**src/rtl/kmc_div.sv**
```systemverilog
`default_nettype none
module kmc_div #(
    parameter int DW = 30,
    parameter int VW = 7
) (
    input  wire           i_clk,
    input  wire           i_rst_n,
    input  wire           i_start,
    input  wire           i_neg,
    input  wire  [DW-1:0] i_num,
    input  wire  [VW-1:0] i_den,
    output logic          o_done,
    output logic [DW-1:0] o_quo
);
    localparam int NW = $clog2(DW + 1);

    logic [DW-1:0] r_num;
    logic [VW-1:0] r_den;
    logic [VW:0]   r_rem;
    logic [NW-1:0] r_n;
    logic          r_busy;
    logic          r_neg;
    logic [VW:0]   rem2;
    logic          ge;

    always_comb begin
        rem2 = {r_rem[VW-1:0], r_num[DW-1]};
        ge   = rem2 >= {1'b0, r_den};
    end

    always_ff @(posedge i_clk) begin
        if (!i_rst_n) begin
            r_busy <= 1'b0;
            o_done <= 1'b0;
        end else begin
            o_done <= 1'b0;
            if (i_start) begin
                r_busy <= 1'b1;
                r_n    <= '0;
                r_num  <= i_num;
                r_den  <= i_den;
                r_rem  <= '0;
                r_neg  <= i_neg;
            end else if (r_busy) begin
                r_rem <= ge ? rem2 - {1'b0, r_den} : rem2;
                r_num <= {r_num[DW-2:0], ge};
                r_n   <= r_n + NW'(1);
                if (r_n == NW'(DW - 1)) begin
                    r_busy <= 1'b0;
                    o_done <= 1'b1;
                end
            end
        end
    end

    assign o_quo = r_neg ? DW'(-r_num) : r_num;
endmodule
`default_nettype wire

```
**config.mk**
```make
export PLATFORM = sky130hd
export DESIGN_NAME = kmc_div
export DESIGN_NICKNAME = d
export VERILOG_FILES = /design/src/rtl/kmc_div.sv
export SDC_FILE = /design/constraint.sdc
export NUM_CORES = 1
export LEC_CHECK = 0
export BUFFER_PORTS_ARGS = -buffer_cell sky130_fd_sc_hd__buf_4
export CAP_MARGIN = 20
export CORE_MARGIN = 8
export CORE_UTILIZATION = 50
export DETAILED_ROUTE_END_ITERATION = 10
export GPL_ROUTABILITY_DRIVEN = 0
export PLACE_DENSITY = 0.75
export SLEW_MARGIN = 15
export SYNTH_ARGS = -nofsm -noshare
export SYNTH_HDL_FRONTEND = slang
export SYNTH_SLANG_ARGS = --single-unit
```
**constraint.sdc**
```tcl
create_clock -name i_clk -period 3 [get_ports i_clk]
set_clock_uncertainty 0.1 [all_clocks]
set_input_delay 0.45 -clock i_clk [delete_from_list [all_inputs] [get_ports i_clk]]
set_output_delay 0.45 -clock i_clk [all_outputs]
set_load 0.02 [all_outputs]
```
# After elaboration in Yosys (flattened, before gate mapping)
# Cells that the tools add are included.
# op_classes
eq_ne	1
reduce_logical	4
muxes	10
order_cmp	1
n_bitwise	2
n_addsub	3
# ops
cell	n
2-to-1 mux 30 bit	3
negator 30 bit	1
2-to-1 mux 7 bit	2
greater-or-equal comparator 8 x 7 -> 1 bit	1
subtractor 7 bit	1
adder 5 x 1 -> 5 bit (second input constant)	1
equality test 5 bit (second input constant)	1
2-to-1 mux 5 bit	1
2-to-1 mux 1 bit	4
AND reduction 2 bit	2
OR reduction 3 bit	1
inverter 1 bit	2
nonzero test 2 bit	1
# word_totals
ff_bits	52
output_inout_bits	31
input_bits	41

# Depth between registers and ports, before layout
# logic_depth
depth_word	4
depth_mapped	8
depth_no_buf	8

# Worst setup path before layout
# OpenSTA, ideal clock, no wires.
# synth_timing
path_kind	register to output
from	reg r_num[15]
to	out o_quo[27]
arrival_ns	2.191
slack_ns	0.259
stages_incl_launch_ff	6
cell_sequence	edfxtp_1 -> or4_4 -> or2_4 -> or4_4 -> o31ai_4 -> xnor2_1
# synth_via
elab_chain_len	2
# synth_lines
item	line_no	rtl
from (decl)	17	logic [DW-1:0] r_num;
from (signal assigned)	40	r_num <= i_num;
from (signal assigned)	46	r_num <= {r_num[DW-2:0], ge};
negator 30 bit	56	assign o_quo = r_neg ? DW'(-r_num) : r_num;
2-to-1 mux 30 bit	56	
to (decl)	13	output logic [DW-1:0] o_quo
# Every way passes these cells.

# Worst setup path in the final report
# layout_timing
from	reg r_num[22]
to	out o_quo[29]
# Same word-level chain as after synthesis.

==> run metrics <==
status=finished with violations; failing checks=negative setup slack; post-route setup slack=-0.109 ns; final period utilization=104%; hold buffers post-CTS=0; IO Port Bufs=71; FILL cells=484; Worst-Skew Late Latency=0.30 ns; Min-Delay Endpoint=r_den[4]; most frequent cells in the layout=buf_4, edfxtp_1, xnor2_1; reg2reg end=r_num[0]; worst setup path category=reg2out; P_sw=0.536 mW; synth warn=0; syn_area_per_cell=11.9 sq um; CTS tree=done; sequential cell area fraction in the yosys report=49.9%; Hold Vio Cnt, Final=0; Routed WL=7070 microns; vias per cell=5.47; Critical Path Sink Type=primary output; pre-CTS WS=0.159 ns; clock group share of total power=25.6%; Initial Utilization=51.9%; register bit count reported by yosys=52; Tmin final=3.11 ns; worst min path class=in2reg; post-route setup TNS=-0.414 ns; Syn Nets=311; Die X=94.6 microns; Worst R2R Path Depth=8; sw frac=28.4%; vias=2,302; area of the multi-input gates=0.00151 sq mm; Ports=72; CP max FO=3; Crit path largest cell delay=0.59 ns; clock root buffer=clkbuf_8; hold wc startpoint=i_den[4]; share of layout cells above drive strength 1=41.3%; worst path cell trace=or3_4 -> or3_4 -> or4_4 -> o31ai_4 -> xnor2_1 -> buf_4; total core area=0.00596 sq mm; Pins Over Slew Limit=0; Distinct cells, synth=39; die height=94.6 microns; Flop pwr share=48.3%; num rows=28; Die ar.=0.00895 sq mm; element type at the critical path start=flip-flop; Antenna Nets Post-Route=0; hold slack final=0.213 ns; vias in the first global route=2,355; Internal=1.35 mW; commonest non-fill, non-tap cell in the layout=buf_4; CP bufs+invs=1; CTS buffer count=5; # diodes=0; initial antenna violation count=0; final setup vio count=6; FF+latch area=0.00154 sq mm; unrepaired setup endpoints after global routing=yes; post-DP HPWL=5200 microns; Reg2Reg Launch Point=r_num[29]; worst path required time=2.45 ns; gr usage total=15.9%; Pwr Total=1.89 mW; Crit path top cell by count=or3_4; PwrDens=477 mW/mm^2; DR WL/cell=16.8 microns; htree depth=2; P_leak=1.50 nW; clock buffer depth=2; first-pass iteration count of the detailed router=4; Post-Syn Instances=259; DR iter-0 viols=80; cell family with most CP delay=simple AND/OR/NAND/NOR gates; largest net degree at the start of global routing=35; Clock transition at path regs=0.10 ns; Layout Nets=397; slowest stage cell, crit path=or4_4; WHS Path Cells=1; global-route wire length before repair=11,500 microns; Remaining DRCs=0; Worst EP arrival=2.56 ns; Area Growth Syn to Fin=28.3%; final core occ=66.5%; clock sink count=52; Slew Limit Headroom=33.4%; part of the power in combinational logic=26.1%; peak supply drop=0.390 mV; Peak Freq=0.322 GHz; mapped cell area=0.00309 sq mm; Max Cap Viol=0; Worst R2R Setup Slack=0.53 ns; GR Overflow Total=0; Worst Max-Slew Pin Slew=0.999 ns
[state kept, by name, indices dropped and copies added, names as in the netlist]
signal,flops
r_n,5
o_done,1
r_neg,1
r_busy,1
r_num,30
r_den,7
r_rem,7
[per-layer routing]
metal,GRT usage [%],vias up,routed length (microns)
met4,4.94,0,78
met1,19.5,1094,3050
met2,25.7,58,3490
met5,0,-,0
met3,5.63,6,454
li1,-,1144,-
[cells by family after synthesis]
kind of cell | after synthesis | share of synthesized area, %
adders and majority gates | 11 | 4.70
and+or+nand+nor | 61 | 10.8
muxes | 29 | 10.6
AOI/OAI and AO/OA | 53 | 11.9
xor gates and xnor gates | 32 | 9.07
DFF | 52 | 49.9
buffers and inverters | 21 | 3.04
[layout make-up]
cell class              count  share of cell area, %
flip-flops and latches     52                   38.9
inverters                  12                   1.14
clock inverters             3                   1.07
clock buffers               5                   1.74
well taps                  75                   2.37
multi-input cells         186                   38.1
repair buffers             88                   16.7
[power groups by stage]
stage	clock, mW	sequential, mW	combinational (mW)
after global routing	0.520	0.920	0.542
after detailed placement	0	0.929	0.478
after CTS	0.500	0.909	0.493
final	0.484	0.912	0.494
after global placement	0	0.926	0.472
after floorplan	0	0.912	0.313
[repair_timing]
| item | in CTS | in global routing |
|---|---|---|
| buffers inserted | 7 | 2 |
| pin swaps | 2 | 1 |
| endpoints found under the setup margin | 9 | 13 |
| gates resized for setup | 4 | 7 |
[synthesized netlist by cell type]
| library cell | n | area (sq um) |
|---|---|---|
| a211oi_1 | 2 | 15.0 |
| a21oi_1 | 7 | 35.0 |
| and2_1 | 1 | 6.26 |
| buf_1 | 1 | 3.75 |
| buf_4 | 2 | 15.0 |
| buf_6 | 1 | 11.3 |
| clkbuf_1 | 5 | 18.8 |
| dfxtp_1 | 2 | 40.0 |
| edfxtp_1 | 50 | 1500 |
| fa_1 | 1 | 20.0 |
| ha_1 | 10 | 125 |
| inv_1 | 12 | 45.0 |
| mux2_2 | 29 | 327 |
| nand2_1 | 14 | 52.6 |
| nand2b_1 | 1 | 6.26 |
| nand3_1 | 7 | 35.0 |
| nand4_1 | 4 | 25.0 |
| nor2_1 | 12 | 45.0 |
| nor2b_1 | 3 | 18.8 |
| nor3_1 | 3 | 15.0 |
| nor3b_1 | 2 | 15.0 |
| nor4_1 | 3 | 18.8 |
| nor4b_1 | 1 | 8.76 |
| o21a_1 | 6 | 45.0 |
| o21ai_0 | 18 | 90.1 |
| o21ai_1 | 1 | 5.00 |
| o22ai_1 | 1 | 6.26 |
| o31a_1 | 3 | 26.3 |
| o31ai_1 | 9 | 67.6 |
| o31ai_4 | 2 | 42.5 |
| o41ai_1 | 4 | 35.0 |
| or2_4 | 1 | 8.76 |
| or3_1 | 3 | 18.8 |
| or3_2 | 1 | 7.51 |
| or3_4 | 2 | 22.5 |
| or4_1 | 1 | 7.51 |
| or4_4 | 2 | 22.5 |
| xnor2_1 | 30 | 263 |
| xor2_1 | 2 | 17.5 |
[metrics by stage]
stage / cell area [sq um] / cells
floorplan: 3090 / 259
global placement: 3730 / 404
detailed placement: 3730 / 404
CTS: 3910 / 419
global route: 3960 / 421
finish: 3960 / 421
[worst max-delay path by stage]
| stage | from | endpoint | cells past startpoint |
|---|---|---|---|
| global placement | r_num[15] | o_quo[29] | 6 |
| CTS | r_num[15] | o_quo[27] | 6 |
| detailed placement | r_num[14] | o_quo[27] | 6 |
| floorplan | r_num[15] | o_quo[27] | 5 |
| finish | r_num[22] | o_quo[29] | 6 |
| global route | r_num[15] | o_quo[27] | 6 |
Note: power is estimated with default switching activity, not from simulation.
