**src/rtl/kmc_pkg.sv**
```systemverilog
`default_nettype none
package kmc_pkg;
    localparam int MaxSamples  = 64;
    localparam int MaxClusters = 16;
    localparam int MaxPasses   = 32;
    localparam int SmpW        = 16;
    localparam int MeanW       = 24;
    localparam int FracW       = 8;
    localparam int DistW       = MeanW + 1;
    localparam int CfgW        = 5;
    localparam int IdxOutW     = 4;
    localparam int CntOutW     = 7;
    localparam logic [CfgW-1:0] CfgReset = 5'd2;

    typedef struct packed {
        logic clear;
        logic acc_en;
        logic wr_en;
    } t_cell_ctl;
endpackage
`default_nettype wire

```
**src/rtl/kmc_cell.sv**
```systemverilog
`default_nettype none
module kmc_cell #(
    parameter int INDEX        = 0,
    parameter int MAX_SAMPLES  = kmc_pkg::MaxSamples,
    parameter int MAX_CLUSTERS = kmc_pkg::MaxClusters,
    localparam int AW = $clog2(MAX_SAMPLES),
    localparam int CW = $clog2(MAX_SAMPLES + 1),
    localparam int SW = kmc_pkg::SmpW + AW,
    localparam int IW = $clog2(MAX_CLUSTERS),
    localparam int KW = $clog2(MAX_CLUSTERS + 1)
) (
    input  wire                             i_clk,
    input  wire                             i_rst_n,
    input  kmc_pkg::t_cell_ctl              i_ctl,
    input  wire  [KW-1:0]                   i_k,
    input  wire  [IW-1:0]                   i_acc_idx,
    input  wire  signed [kmc_pkg::SmpW-1:0] i_acc_smp,
    input  wire  [IW-1:0]                   i_wr_idx,
    input  wire  signed [kmc_pkg::MeanW-1:0] i_wr_mean,
    input  wire                             i_v,
    input  wire  signed [kmc_pkg::SmpW-1:0] i_smp,
    input  wire  [AW-1:0]                   i_addr,
    input  wire  [IW-1:0]                   i_old,
    input  wire  [IW-1:0]                   i_best,
    input  wire  [kmc_pkg::DistW-1:0]       i_bd,
    output logic                            o_v,
    output logic signed [kmc_pkg::SmpW-1:0] o_smp,
    output logic [AW-1:0]                   o_addr,
    output logic [IW-1:0]                   o_old,
    output logic [IW-1:0]                   o_best,
    output logic [kmc_pkg::DistW-1:0]       o_bd,
    output logic signed [kmc_pkg::MeanW-1:0] o_mean,
    output logic signed [SW-1:0]            o_sum,
    output logic [CW-1:0]                   o_cnt
);
    localparam logic [IW-1:0] MyIdx = IW'(INDEX);

    logic signed [kmc_pkg::MeanW-1:0] r_mean;
    logic signed [SW-1:0]             r_sum;
    logic [CW-1:0]                    r_cnt;
    logic signed [kmc_pkg::DistW-1:0] diff;
    logic [kmc_pkg::DistW-1:0]        gap;
    logic                             active;
    logic                             win;

    always_comb begin
        diff   = kmc_pkg::DistW'(r_mean)
               - {i_smp[kmc_pkg::SmpW-1], i_smp, {kmc_pkg::FracW{1'b0}}};
        gap    = diff[kmc_pkg::DistW-1] ? kmc_pkg::DistW'(-diff) : kmc_pkg::DistW'(diff);
        active = 32'(INDEX) < 32'(i_k);
        win    = active && (gap < i_bd);
    end

    always_ff @(posedge i_clk) begin
        if (!i_rst_n) begin
            o_v   <= 1'b0;
            r_sum <= '0;
            r_cnt <= '0;
        end else begin
            o_v <= i_v;
            if (i_ctl.clear) begin
                r_sum <= '0;
                r_cnt <= '0;
            end else if (i_ctl.acc_en && i_acc_idx == MyIdx) begin
                r_sum <= r_sum + SW'(i_acc_smp);
                r_cnt <= r_cnt + CW'(1);
            end
        end
        if (i_ctl.wr_en && i_wr_idx == MyIdx) begin
            r_mean <= i_wr_mean;
        end
        o_smp  <= i_smp;
        o_addr <= i_addr;
        o_old  <= i_old;
        o_best <= win ? MyIdx : i_best;
        o_bd   <= win ? gap : i_bd;
    end

    assign o_mean = r_mean;
    assign o_sum  = r_sum;
    assign o_cnt  = r_cnt;
endmodule
`default_nettype wire

```
**config.mk**
```make
export PLATFORM = sky130hd
export DESIGN_NAME = kmc_cell
export DESIGN_NICKNAME = d
export VERILOG_FILES = /design/src/rtl/kmc_pkg.sv /design/src/rtl/kmc_cell.sv
export SDC_FILE = /design/constraint.sdc
export NUM_CORES = 1
export LEC_CHECK = 0
export BUFFER_PORTS_ARGS = -buffer_cell sky130_fd_sc_hd__buf_2
export CELL_PAD_IN_SITES_DETAIL_PLACEMENT = 1
export CELL_PAD_IN_SITES_GLOBAL_PLACEMENT = 2
export CORE_MARGIN = 1.5
export CORE_UTILIZATION = 30
export DETAILED_ROUTE_END_ITERATION = 10
export GPL_TIMING_DRIVEN = 0
export PLACE_DENSITY_LB_ADDON = 0.05
export SLEW_MARGIN = 20
export SYNTH_ARGS = -nofsm -noshare
export SYNTH_HDL_FRONTEND = slang
export SYNTH_SLANG_ARGS = --single-unit
```
**constraint.sdc**
```tcl
create_clock -name i_clk -period 5.5 [get_ports i_clk]
set_input_delay 0.55 -clock i_clk [delete_from_list [all_inputs] [get_ports i_clk]]
set_output_delay 0.55 -clock i_clk [all_outputs]
set_load 0.02 [all_outputs]
```
; After elaboration in Yosys (flattened, before gate mapping)
; Cells that the tools add are included.
; W data, S select, Z words.
[op_classes]
n_addsub = 4
magnitude_cmp = 2
muxes = 2
n_bitwise = 1
reduce_logical = 6
[ops]
columns = op, n
row1 = $mux W25, 2
row2 = $lt A25 B25 Y1, 1
row3 = $neg A25 Y25, 1
row4 = $sub A24 B24 Y25, 1
row5 = $add A22 B16 Y22, 1
row6 = $logic_not A4 Y1, 2
row7 = $add A7 B1 Y7 const B, 1
row8 = $lt A1 B5 Y1 const A, 1
row9 = $logic_and A1 B1 Y1, 3
row10 = $reduce_or A2 Y1, 1
row11 = $not A1 Y1, 1
[word_totals]
reg_bits = 109

; Longest topological paths before layout
[logic_depth]
ltp_word = 6
depth_mapped = 24
ltp_nobuf = 21

; Least setup slack after synthesis
; OpenSTA, ideal clock, no wires.
[synth_path]
path_kind = input -> register
startpoint = in i_smp[0] in the netlist's numbering
endpoint = reg o_bd[18] in the netlist's numbering
setup_time_ps = 121
arrival_time_ps = 4793
required_time_ps = 5379
slack_ps = 587
cell_stages = 23
n_path_buf = 3
path_cell_list = ha_1 fa_1 nor2b_1 o211ai_4 a31oi_4 a41o_4 a21oi_4 a31oi_4 buf_2 nor2_1 xor2_1 ha_1 a21oi_1 o21ai_0 a21oi_1 o211ai_1 a21oi_1 o21ai_0 a21oi_1 o21a_1 clkbuf_1 buf_2 mux2_2
[synth_between]
elab_chain_cells = 6
[synth_lines]
columns = element, line
row1 = start: declaration, kmc_cell.sv:21  ; input wire signed [kmc_pkg::SmpW-1:0] i_smp,
row2 = $sub A24 B24 Y25 (*), kmc_cell.sv:48  ; - {i_smp[kmc_pkg::SmpW-1], i_smp, {kmc_pkg::FracW{1'b0}}};
row3 = $neg A25 Y25, kmc_cell.sv:49  ; gap = diff[kmc_pkg::DistW-1] ? kmc_pkg::DistW'(-diff) : kmc_pkg::DistW'(diff);
row4 = $mux W25 (*), kmc_cell.sv:49
row5 = $lt A25 B25 Y1, kmc_cell.sv:51  ; win = active && (gap < i_bd);
row6 = $logic_and A1 B1 Y1, kmc_cell.sv:51
row7 = $mux W25 (*), kmc_cell.sv:76  ; o_bd <= win ? gap : i_bd;
row8 = end signal: assignment, kmc_cell.sv:76
row9 = end: declaration, kmc_cell.sv:31  ; output logic [kmc_pkg::DistW-1:0] o_bd,
; Mark *: on every way between the ends. The rest lies on a longest branch, timed or not.
; A chain may end at the register's enable or synchronous reset.

; Worst setup path after layout
[layout_path]
startpoint = reg r_mean (netlist bit o_mean[8])
endpoint = reg o_bd[18] in the netlist's numbering
[layout_between]
elab_chain_cells = 6
[layout_lines]
columns = element, line
row1 = start: declaration, kmc_cell.sv:38  ; logic signed [kmc_pkg::MeanW-1:0] r_mean;
row2 = start signal: assignment, kmc_cell.sv:70  ; r_mean <= i_wr_mean;
row3 = $sub A24 B24 Y25 (*), kmc_cell.sv:48
row4 = $neg A25 Y25, kmc_cell.sv:49
row5 = $mux W25 (*), kmc_cell.sv:49
row6 = $lt A25 B25 Y1, kmc_cell.sv:51
row7 = $logic_and A1 B1 Y1, kmc_cell.sv:51
row8 = $mux W25 (*), kmc_cell.sv:76
; Marked as above.

==> results.toml <==
[status]
status = "finished clean"

[hold_path]
hold_depth = 1
hold_path_endpoint = "o_old[1]"
hold_class = "in2reg"
min-delay-start = "i_old[1]"

[power_and_ir_drop]
maximum_vdd_drop_v = 0.000146
power_density_nw_per_um2 = 262
p_leak_nw = 3.80

[setup_path]
critical_path_buf_inv_count = 5
timing.critical_path.slowest_cell_delay_ns = 0.42
ff2ff_setup_slack_ns = 0.41
worstPathArrival_ns = 5.34
critical_path_class = "reg2reg"
reg2reg_depth = 25
timing.critical_path.mode_cell = "a21oi_1"
worstPathRequired_ns = 5.74
cpMaxStageDelayCell = "fa_1"
critPathTopFamily = "compound AO/OA/AOI/OAI gates"
worstSetupStartpointType = "flop"
critPathMaxFanout = 10
worst_r2r_startpoint = "o_mean[8]"
timing.critical_path.to_type = "flop"
rr_endpoint = "o_bd[18]"

[timing]
timing.final.crit_share_pct = 92.6
final-hold-violation-count = 0
max_freq_mhz = 196
rsz0062_at_grt = "no"
setup_viol_count_final = 0
clock-skew-final_ns = 0.0119
slew_headroom_pct = 55.2
tightest_slew_ns = 0.672
timing.final.max_slew_violations = 0
post-route-min-period_ns = 5.09
setup_total_negative_slack_ns = 0

[drt]
postRouteWirelength_mm = 18.3
route.detailed.drc = 0
drt.antenna.violating_nets = 0
detailedRoute.firstIterationViolations = 105
detail_route.vias_per_cell = 4.74
post_drt_wl_per_cell_um = 15.3
num_vias = 5677
drt-pass1-iter-count = 4

[clocking]
clock_path_buffers = 2
tritoncts.num_buffers = 9
cts-root-buf = "clkbuf_16"
insertion_delay_ns = 0.36
cts.sink_count = 109
cts_hold_repair.buffers = 0
cts_htree_levels = 3
clock_tree_from_tritoncts = "yes"
cts.reportedPaths.clkPinSlew_ns = 0.08

[die]
design.portCount = 223
coreArea_um2 = 21000
standard_cell_rows = 53
floorplan.die.height_um = 149
floorplan.die_area_um2 = 22200
initial_utilization_pct = 30.5
die_width_um = 149

[yosys]
post_synth_edffs = 24
synth.area.top_cells = "dfxtp_1 (27%), ha_1 (12%), edfxtp_1 (11%)"
post_synthesis_sequential_element_count = 109
synthDominantCellAreaShare_pct = 26.6
area_leader_netlist = "dfxtp_1"
synth_flop_cell = "dfxtp_1"
synthesis.area_um2 = 6390
syn-mean-instance-area_um2 = 9.44
synth_async_sr_flop_share_pct = 0
synthCells = 677
synth_fp_nets = 856
netlist_top_cells_count = "dfxtp_1 (85), ha_1 (63), nor2_1 (57)"
most_frequently_used_cell_type_in_the_post_synthesis_netlist = "dfxtp_1"
ys.warnings.count = 0
synth.distinct_cells = 78
synth_sequential_area_ratio_pct = 37.9

[final_layout]
fillCellCount = 2547
area_delta_synth_final_pct = 28.6
finalNetCount = 1094
final_core_utilization_pct = 39.2
footprint_of_the_multi_input_gates_um2 = 3690
final-seq-area_um2 = 2420
post_route_cells_drive_above_1_share_pct = 33.2

[global_routing]
globalRouteTotalUtil_pct = 16.3
grt_pass1_wl_mm = 28.7
overflow = 0
antenna_violations_before_repair = 4
via_count_of_the_first_global_routing_pass = 5789
grt_start_max_net_pins = 25

[placed_design]
dp_hpwl_mm = 15.1
finalWeightedCongestion = 0.777
place.port_buffers = 222

[job]
drv.max_cap_violation_count = 0
-- power by group --
group          switching [W]  total, W  leakage (nW)  internal [W]
clock network       0.000346  0.000670         0.150      0.000324
logic               0.000334  0.000586          2.73      0.000253
registers          0.0000176  0.000901         0.922      0.000883
total               0.000697   0.00216          3.80       0.00146
-- worst reg2reg max path, cell delays in order, from the launching register on --
cell and delay [ns]:
edfxtp_1 0.35, inv_1 0.05, ha_1 0.20, fa_1 0.42
nor2b_2 0.21, o211ai_4 0.13, a31oi_4 0.28, a41o_4 0.29
a21oi_4 0.08, a31oi_4 0.21, buf_4 0.18, buf_6 0.14
a31oi_1 0.06, xnor2_1 0.23, ha_1 0.28, a21oi_1 0.16
nor2_1 0.07, a211oi_1 0.22, o211ai_1 0.10, a21oi_1 0.17
o21ai_0 0.11, a21oi_1 0.15, o21a_1 0.15, buf_4 0.21
buf_6 0.17, mux2_2 0.34
-- layout make-up --
| type | count | area share [%] |
|---|---|---|
| Antenna cell | 3 | 0.0914 |
| Tap cell | 275 | 4.19 |
| Buffer | 16 | 1.13 |
| Sequential cell | 109 | 29.5 |
| Multi-Input combinational cell | 496 | 44.9 |
| Clock inverter | 7 | 0.959 |
| Inverter | 56 | 2.56 |
| Clock buffer | 9 | 2.74 |
| Timing Repair Buffer | 227 | 14.0 |
-- routing by layer --
metal  global-route usage (%)  up-vias  part of all wire, %
met3                     3.27       15                  4.6
met1                     18.9     2676                   43
li1                         -     2868                    -
met4                     4.75        2                  1.3
met2                     30.0      116                   51
met5                        0        -                0.065
-- repair_timing --
action | CTS | global route
pin swaps | 0 | 3
buffers inserted | 0 | 5
setup endpoints to repair | 29 | 29
resized for setup | 4 | 8
-- state kept, by name, indices dropped and copies added (netlist names) --
| name | flops |
|---|---|
| o_old | 4 |
| o_addr | 6 |
| o_sum | 22 |
| o_cnt | 7 |
| o_best | 4 |
| o_mean | 24 |
| o_smp | 16 |
| o_bd | 25 |
| o_v | 1 |
-- worst max path at each step --
stage | startpoint | endpoint | slack, ns | cells after the start
after floorplan | i_smp[0] | o_bd[18] | 0.59 | 23
after global placement | i_smp[0] | o_bd[21] | -0.69 | 22
after detailed placement | i_smp[0] | o_bd[23] | -0.81 | 22
after CTS | o_mean[8] | o_bd[23] | 0.02 | 24
after global routing | o_mean[8] | o_bd[18] | 0.01 | 25
final | o_mean[8] | o_bd[18] | 0.41 | 25
-- metrics by stage --
step / cells / instance area, um2 / hold slack, ns / setup WS, ns / total power [W]
2_1_floorplan: 677 / 6390 / 0.545 / 0.587 / 0.00131
3_3_place_gp: 1174 / 7840 / 0.459 / -0.692 / 0.00148
3_5_place_dp: 1174 / 7850 / 0.467 / -0.806 / 0.00150
4_1_cts: 1190 / 8160 / 0.268 / 0.0205 / 0.00219
5_1_grt: 1196 / 8210 / 0.265 / 0.00963 / 0.00228
6_report: 1198 / 8220 / 0.285 / 0.407 / 0.00216
-- cells in the final DEF (no fill, tap or decap), drive strengths merged, types with 4 or more instances in the layout --
cell type,n
buf,233
dfxtp,85
ha,63
inv,59
nor2,58
a21oi,57
nand2,52
xnor2,29
o21ai,28
mux2,27
edfxtp,24
xor2,21
clkbuf,19
nand3,15
nor2b,15
nor3,10
a211oi,10
o21a,9
a31oi,8
a21o,7
or3,7
nand2b,7
and2,7
nor4,7
nand4,5
or2,5
o211ai,4
clkinv,4
-- logic make-up after synthesis --
kind of cell	after synthesis	share of synthesized area, %
fa+ha+maj	65	13.0
compound gates	151	16.7
simple gates	202	15.9
buf+inv	72	4.52
mux	28	4.92
flops	109	37.9
xor+xnor	50	7.09
Power figures use the tool's default switching activity.
